### src/rtl/kdc_pkg.sv
// Shared types and constants for the key debounce and click classifier.
`timescale 1ns / 1ps

package kdc_pkg;

    localparam int NUM_KEYS_DEF = 4;
    localparam int LEVEL_W = 4;
    localparam int MASK_W = 4;
    localparam int CNT_W = 8;
    localparam int CFG_IDX_W = 1;
    localparam int CFG_DATA_W = 8;

    localparam logic [CNT_W-1:0] BOUNCE_TICKS_RST = 8'd10;
    localparam logic [CNT_W-1:0] LONG_TICKS_RST = 8'd50;
    localparam logic [CNT_W-1:0] CNT_MAX = 8'd255;

    localparam logic [CFG_IDX_W-1:0] CFG_BOUNCE_TICKS = 1'b0;
    localparam logic [CFG_IDX_W-1:0] CFG_LONG_TICKS = 1'b1;

    localparam logic REQ_TICK = 1'b0;
    localparam logic REQ_COLLECT = 1'b1;

    typedef struct packed {
        logic               req_type;
        logic [LEVEL_W-1:0] key_levels;
    } t_req;

    typedef struct packed {
        logic [MASK_W-1:0] clicked_mask;
        logic [MASK_W-1:0] long_clicked_mask;
    } t_rsp;

    typedef struct packed {
        logic short_flag;
        logic long_flag;
    } t_lane_flags;

endpackage

### src/rtl/key_debounce_click_classifier_core.sv
// Top level: key debounce and short/long click classifier.
//
//   channel   dir  handshake                 payload
//   in        in   i_in_valid / o_in_ready   i_in_data  (t_req)
//   out       out  o_out_valid / i_out_ready o_out_data (t_rsp)
//   cfg       in   i_cfg_we                  i_cfg_index, i_cfg_data
//
// One request per cycle while the queue has room: every key lane updates in
// the accept cycle and the merged masks are registered into a two-beat result
// queue, which presents them in order. Synchronous active-low reset clears
// phases, flags, queue and loads default tick thresholds. A stalled
// output holds ready low only once both queue entries are full.
`timescale 1ns / 1ps

module key_debounce_click_classifier_core import kdc_pkg::*; #(
    parameter int NUM_KEYS = NUM_KEYS_DEF
) (
    input  logic                  i_clk,
    input  logic                  i_rst_n,
    input  logic                  i_in_valid,
    output logic                  o_in_ready,
    input  t_req                  i_in_data,
    output logic                  o_out_valid,
    input  logic                  i_out_ready,
    output t_rsp                  o_out_data,
    input  logic                  i_cfg_we,
    input  logic [CFG_IDX_W-1:0]  i_cfg_index,
    input  logic [CFG_DATA_W-1:0] i_cfg_data
);

    logic [CNT_W-1:0]          r_bounce_ticks;
    logic [CNT_W-1:0]          r_long_ticks;
    logic                      accept;
    logic                      step;
    logic                      clear;
    t_lane_flags [NUM_KEYS-1:0] lane_flags;

    assign accept = i_in_valid && o_in_ready;
    assign step = accept && (i_in_data.req_type == REQ_TICK);
    assign clear = accept && (i_in_data.req_type == REQ_COLLECT);

    always_ff @(posedge i_clk) begin
        if (!i_rst_n) begin
            r_bounce_ticks <= BOUNCE_TICKS_RST;
            r_long_ticks <= LONG_TICKS_RST;
        end else if (i_cfg_we) begin
            unique case (i_cfg_index)
                CFG_BOUNCE_TICKS: r_bounce_ticks <= i_cfg_data[CNT_W-1:0];
                CFG_LONG_TICKS:   r_long_ticks <= i_cfg_data[CNT_W-1:0];
                default: ;
            endcase
        end
    end

    for (genvar k = 0; k < NUM_KEYS; k++) begin : g_lane
        logic low;
        if (k < LEVEL_W) begin : g_pin
            assign low = !i_in_data.key_levels[k];
        end else begin : g_nopin
            assign low = 1'b0;
        end

        kdc_lane u_lane (
            .i_clk          (i_clk),
            .i_rst_n        (i_rst_n),
            .i_step         (step),
            .i_clear        (clear),
            .i_low          (low),
            .i_bounce_ticks (r_bounce_ticks),
            .i_long_ticks   (r_long_ticks),
            .o_flags        (lane_flags[k])
        );
    end

    kdc_merge #(
        .NUM_KEYS (NUM_KEYS)
    ) u_merge (
        .i_clk   (i_clk),
        .i_rst_n (i_rst_n),
        .i_push  (accept),
        .i_flags (lane_flags),
        .o_ready (o_in_ready),
        .o_valid (o_out_valid),
        .i_ready (i_out_ready),
        .o_data  (o_out_data)
    );

endmodule

### src/rtl/kdc_lane.sv
// Per-key debounce phase machine with held-time counter and click flags.
`timescale 1ns / 1ps

module kdc_lane import kdc_pkg::*; (
    input  logic             i_clk,
    input  logic             i_rst_n,
    input  logic             i_step,
    input  logic             i_clear,
    input  logic             i_low,
    input  logic [CNT_W-1:0] i_bounce_ticks,
    input  logic [CNT_W-1:0] i_long_ticks,
    output t_lane_flags      o_flags
);

    typedef enum logic [2:0] {
        PH_IDLE          = 3'd0,
        PH_PRESS_CHECK   = 3'd1,
        PH_PRESSED       = 3'd2,
        PH_RELEASE_CHECK = 3'd3,
        PH_RELEASED      = 3'd4
    } t_phase;

    t_phase           r_phase, n_phase;
    logic [CNT_W-1:0] r_settle, n_settle;
    logic [CNT_W-1:0] r_held, n_held;
    logic             r_short, n_short;
    logic             r_long, n_long;
    logic [CNT_W-1:0] settle_inc;
    logic             settle_done;

    assign settle_inc = (r_settle == CNT_MAX) ? CNT_MAX : r_settle + 1'b1;
    assign settle_done = (settle_inc > i_bounce_ticks) || (settle_inc == CNT_MAX);

    always_comb begin
        n_phase = r_phase;
        n_settle = r_settle;
        n_held = r_held;
        n_short = r_short;
        n_long = r_long;
        if (i_step) begin
            unique case (r_phase)
                PH_PRESS_CHECK: begin
                    n_settle = settle_inc;
                    if (settle_done) begin
                        if (i_low) begin
                            n_phase = PH_PRESSED;
                            n_held = '0;
                        end else begin
                            n_phase = PH_IDLE;
                        end
                    end
                end
                PH_PRESSED: begin
                    n_held = (r_held == CNT_MAX) ? CNT_MAX : r_held + 1'b1;
                    if (!i_low) begin
                        n_settle = '0;
                        n_phase = PH_RELEASE_CHECK;
                    end
                end
                PH_RELEASE_CHECK: begin
                    n_settle = settle_inc;
                    if (settle_done) begin
                        n_phase = i_low ? PH_PRESSED : PH_RELEASED;
                    end
                end
                PH_RELEASED: begin
                    if (r_held < i_long_ticks) begin
                        n_short = 1'b1;
                    end else begin
                        n_long = 1'b1;
                    end
                    n_phase = PH_IDLE;
                end
                default: begin
                    n_phase = PH_IDLE;
                    if (i_low) begin
                        n_settle = '0;
                        n_phase = PH_PRESS_CHECK;
                    end
                end
            endcase
        end
    end

    assign o_flags.short_flag = n_short;
    assign o_flags.long_flag = n_long;

    always_ff @(posedge i_clk) begin
        if (!i_rst_n) begin
            r_phase <= PH_IDLE;
            r_short <= 1'b0;
            r_long <= 1'b0;
        end else begin
            r_phase <= n_phase;
            r_short <= i_clear ? 1'b0 : n_short;
            r_long <= i_clear ? 1'b0 : n_long;
        end
    end

    always_ff @(posedge i_clk) begin
        r_settle <= n_settle;
        r_held <= n_held;
    end

endmodule

### src/rtl/kdc_merge.sv
// Merges lane flags into result masks and queues result beats.
`timescale 1ns / 1ps

module kdc_merge import kdc_pkg::*; #(
    parameter int NUM_KEYS = NUM_KEYS_DEF
) (
    input  logic                       i_clk,
    input  logic                       i_rst_n,
    input  logic                       i_push,
    input  t_lane_flags [NUM_KEYS-1:0] i_flags,
    output logic                       o_ready,
    output logic                       o_valid,
    input  logic                       i_ready,
    output t_rsp                       o_data
);

    localparam int QDEPTH = 2;
    localparam int PTR_W = $clog2(QDEPTH);
    localparam int CNT_QW = $clog2(QDEPTH + 1);

    t_rsp              n_rsp;
    t_rsp              r_q [QDEPTH];
    logic [PTR_W-1:0]  r_wr_ptr;
    logic [PTR_W-1:0]  r_rd_ptr;
    logic [CNT_QW-1:0] r_count;
    logic              pop;

    always_comb begin
        n_rsp = '0;
        for (int k = 0; k < MASK_W; k++) begin
            if (k < NUM_KEYS) begin
                n_rsp.clicked_mask[k] = i_flags[k].short_flag;
                n_rsp.long_clicked_mask[k] = i_flags[k].long_flag;
            end
        end
    end

    assign o_ready = (r_count != CNT_QW'(QDEPTH));
    assign o_valid = (r_count != '0);
    assign pop = o_valid && i_ready;
    assign o_data = r_q[r_rd_ptr];

    always_ff @(posedge i_clk) begin
        if (!i_rst_n) begin
            r_wr_ptr <= '0;
            r_rd_ptr <= '0;
            r_count <= '0;
        end else begin
            if (i_push) begin
                r_wr_ptr <= r_wr_ptr + 1'b1;
            end
            if (pop) begin
                r_rd_ptr <= r_rd_ptr + 1'b1;
            end
            if (i_push && !pop) begin
                r_count <= r_count + 1'b1;
            end else if (pop && !i_push) begin
                r_count <= r_count - 1'b1;
            end
        end
    end

    always_ff @(posedge i_clk) begin
        if (i_push) begin
            r_q[r_wr_ptr] <= n_rsp;
        end
    end

    a_count_bound: assert property (@(posedge i_clk) disable iff (!i_rst_n)
        r_count <= CNT_QW'(QDEPTH))
        else $error("result queue count out of range");

    a_no_push_full: assert property (@(posedge i_clk) disable iff (!i_rst_n)
        i_push |-> (r_count != CNT_QW'(QDEPTH)))
        else $error("push into full result queue");

    a_push_grows: assert property (@(posedge i_clk) disable iff (!i_rst_n)
        (i_push && !pop) |=> (r_count == $past(r_count) + 1'b1))
        else $error("result queue count did not grow");

    a_empty_push_shows: assert property (@(posedge i_clk) disable iff (!i_rst_n)
        (i_push && r_count == '0) |=> (o_valid && o_data == $past(n_rsp)))
        else $error("pushed beat not presented");

endmodule

### config.mk
export PLATFORM = sky130hd
export DESIGN_NAME = key_debounce_click_classifier_core
export DESIGN_NICKNAME = d
export VERILOG_FILES = /design/src/rtl/kdc_pkg.sv /design/src/rtl/key_debounce_click_classifier_core.sv /design/src/rtl/kdc_lane.sv /design/src/rtl/kdc_merge.sv
export SDC_FILE = /design/constraint.sdc
export NUM_CORES = 1
export LEC_CHECK = 0
export BUFFER_PORTS_ARGS = -buffer_cell sky130_fd_sc_hd__buf_2
export CAP_MARGIN = 25
export CELL_PAD_IN_SITES_DETAIL_PLACEMENT = 1
export CELL_PAD_IN_SITES_GLOBAL_PLACEMENT = 1
export CORE_AREA = 2 2 181 183
export DETAILED_ROUTE_END_ITERATION = 10
export DIE_AREA = 0 0 183 185
export PLACE_DENSITY_LB_ADDON = 0.1
export SYNTH_ARGS = -nofsm -noshare
export SYNTH_HDL_FRONTEND = slang
export SYNTH_HIERARCHICAL = 1
export SYNTH_SLANG_ARGS = --single-unit
### constraint.sdc
create_clock -name i_clk -period 7.8 [get_ports i_clk]
set_input_delay 0.39 -clock i_clk [delete_from_list [all_inputs] [get_ports i_clk]]
set_output_delay 0.39 -clock i_clk [all_outputs]
set_load 0.02 [all_outputs]
==> impl_metrics.py <==
metrics = {
    "run_status": {
        "status": "complete, no violations",
    },
    "yosys": {
        "syn_area_per_cell_sq_um": 9.22,
        "ys_seq_elements": 121,
        "netlist_instances": 856,
        "synth-main-ff-cell": "edfxtp_1",
        "yosys.cell_types.count": 56,
        "synth_edf_count": 80,
        "synth_top_area_cell": "edfxtp_1",
        "ys_seq_area_share_pct": 40.8,
        "syn_area_sq_um": 7900,
        "synthArstFlopShare_pct": 0,
        "yosysTopAreaCellShare_pct": 30.4,
        "syn_nets": 944,
        "synth.area.top_cells": "edfxtp_1 (30%), ha_1 (11%), dfxtp_1 (10%)",
        "ys_warn_count": 6,
    },
    "hold_path": {
        "holdPathStages": 3,
        "hp-class": "primary input to flop",
    },
    "finish": {
        "final_nets": 970,
        "drive_gt1_share_pct": 11.4,
        "multi_input_area_sq_um": 4220,
        "instances_no_fill": 1303,
        "area_delta_synth_final_pct": 13.9,
        "seq_area_sq_um": 3220,
        "n_fill_cell": 3755,
        "n_antenna_cell": 0,
    },
    "sta": {
        "rsz0062_at_grt": "false",
        "setup_slack_ns": 4.48,
        "fmax_mhz": 301,
        "setup_viol": 0,
        "worst_slew_pin_slew_ns": 0.831,
        "slew_headroom_pct": 44.5,
        "fin_skew_ns": 0.00786,
        "period_needed_ns": 3.32,
        "fin_crit_sh_pct": 42.6,
        "slew_viol_final": 0,
        "setup_tns_ns": 0,
        "hold_viol_final": 0,
    },
    "worst_setup_path": {
        "r2r_cells": 11,
        "cp_max_fo": 10,
        "crit_type": "flop to flop",
        "crit_arrival_ns": 3.46,
        "cp-end-kind": "flop",
        "critPathRequiredTime_ns": 7.94,
        "cp-start-kind": "flop",
    },
    "placement": {
        "dpl.hpwl_microns": 16100,
        "gp_congestion": 0.716,
        "post-place-cells": 1271,
        "dp_slack_ns": 4.47,
        "io_buffers": 28,
    },
    "global_route": {
        "grt_max_degree": 51,
        "grt_pass1_vias": 6680,
        "grt_pass1_wl_microns": 36300,
        "grt-ovfl-total": 0,
        "grt_usage_pct": 13.8,
        "antenna_found_initial": 0,
    },
    "clock_network": {
        "hold_buffers": 0,
        "clk_path_buf_depth": 2,
        "clock_sinks": 121,
        "post_cts_buffers": 0,
        "cts_resized": 0,
        "cts_buffers": 17,
        "htreeDepth": 4,
        "clkLatencyLatePin_ns": 0.43,
        "cts-root-buf": "clkbuf_16",
        "cts.clk_slew.worst_paths_ns": 0.06,
        "cts_tree": "built",
    },
    "pwr": {
        "ir_worst_vdd_mv": 0.146,
        "p_per_area_nw_per_um2": 205,
        "finalPower_mw": 1.84,
        "power.leakage_nw": 3.59,
    },
    "floorplanning": {
        "die_h_microns": 185,
        "core_sq_um": 32000,
        "rows": 66,
        "start_util_pct": 24.6,
        "die_w_microns": 183,
        "dieArea_sq_um": 33900,
        "ios": 29,
    },
    "route": {
        "drt_wl_total_microns": 21700,
        "num_vias": 6239,
        "vias_per_cell": 4.79,
        "drt_iter0_drc": 215,
        "drc": 0,
        "wl_per_cell_microns": 16.6,
        "firstDrtPassIters": 4,
        "drtAntennaViolNets": 0,
    },
    "job": {
        "drv_cap": 0,
    },
}
-- critical path: stages (launching register included) --
cell and delay [ns]:
edfxtp_1 0.44, ha_1 0.29, and4_2 0.29, nand3_2 0.18, o21ai_0 0.17, ha_1 0.31
nand4_1 0.11, nor2_1 0.16, a21oi_1 0.08, o31ai_1 0.51, o22ai_1 0.16, and3_1 0.35
-- final timing paths --
path                                               from  slack, ns                                       end
max          g_lane[0].u_lane/r_settle[0]$_SDFFCE_PN0P_       4.48  g_lane[0].u_lane/r_held[5]$_SDFFCE_PN0P_
min reg2reg          g_lane[3].u_lane/r_long$_SDFF_PP0_       0.52        g_lane[3].u_lane/r_long$_SDFF_PP0_
max reg2reg  g_lane[0].u_lane/r_settle[0]$_SDFFCE_PN0P_       4.48  g_lane[0].u_lane/r_held[5]$_SDFFCE_PN0P_
min                                       i_cfg_data[4]       0.23            r_bounce_ticks[4]$_SDFFE_PN0P_
-- registers in the layout, summed over array words and instances (netlist names), named ones only --
signal	count
g_lane.u_lane/r_held	32
g_lane.u_lane/r_long	4
g_lane.u_lane/r_phase	12
g_lane.u_lane/r_settle	32
g_lane.u_lane/r_short	4
r_bounce_ticks	8
r_long_ticks	8
u_merge/r_count	2
u_merge/r_q	16
u_merge/r_rd_ptr	1
u_merge/r_wr_ptr	1
-- routing by layer --
layer	global-route usage, %	vias to the layer above	wire length, microns
met5	0	-	0
met4	4.54	0	351
met3	2.73	24	523
met2	22.0	57	9790
met1	18.8	3017	11000
li1	-	3141	-
-- cells by family after synthesis --
kind of cell               synth area share (%)
buffers and inverters                      5.74
muxes                                      3.42
and+or+nand+nor                            20.8
xor gates and xnor gates                   3.11
DFF                                        40.8
adders and majority gates                  10.9
AOI/OAI and AO/OA                          15.2
-- through the flow --
step | util, % | hold slack (ns) | area, sq um
6_report | 28.1 | 0.233 | 8990
5_1_grt | 28.1 | 0.226 | 8990
4_1_cts | 28.1 | 0.205 | 8990
3_5_place_dp | 26.3 | 0.500 | 8440
3_3_place_gp | 26.3 | 0.498 | 8440
2_1_floorplan | - | 0.466 | 7900
-- synthesized netlist by cell type, types with 3 or more instances --
cell type	n
inv_1	85
a21oi_1	80
edfxtp_1	80
nand2_1	80
ha_1	69
nor2_1	55
dfxtp_1	41
nand3_1	29
xnor2_1	21
nor2b_1	19
mux2i_1	18
o21ai_0	18
nand4_1	17
nand2b_1	16
nor3_1	16
a211oi_1	15
and2_1	15
and3_1	15
a31oi_1	14
o211ai_1	12
a21o_1	10
o21a_1	10
or3_1	10
buf_4	9
o22ai_1	9
mux2_2	8
or2_2	8
buf_2	7
clkbuf_1	7
xor2_1	7
and4b_1	4
nand3_2	4
o221a_2	4
a211o_1	3
a221oi_2	3
a41oi_1	3
and2_2	3
and2b_1	3
and3_2	3
and4_2	3
nand4b_1	3
nor4_1	3
o31ai_1	3
-- placed cells by master (no fill, tap or decap), types with 12 or more instances in the layout --
| cell | instances |
|---|---|
| a211oi_1 | 15 |
| a21oi_1 | 80 |
| a31oi_1 | 14 |
| and2_1 | 15 |
| and3_1 | 15 |
| buf_2 | 28 |
| clkbuf_16 | 18 |
| dfxtp_1 | 41 |
| edfxtp_1 | 80 |
| ha_1 | 69 |
| inv_1 | 85 |
| mux2i_1 | 18 |
| nand2_1 | 80 |
| nand2b_1 | 16 |
| nand3_1 | 29 |
| nand4_1 | 17 |
| nor2_1 | 55 |
| nor2b_1 | 18 |
| nor3_1 | 16 |
| o211ai_1 | 12 |
| o21ai_0 | 18 |
| xnor2_1 | 21 |
-- cell type report --
cell class	count	share of cell area (%)
multi-input combinational	626	47.0
sequential	121	35.8
tap	408	5.68
clock buffer	22	5.40
inverter	85	3.55
timing repair buffer	31	1.81
clock inverter	10	0.765
-- where the power goes --
part	internal (mW)	switching, mW
clock network	0.440	0.310
registers	0.730	0.0506
logic	0.132	0.179
(Power assumes the default switching activity.)
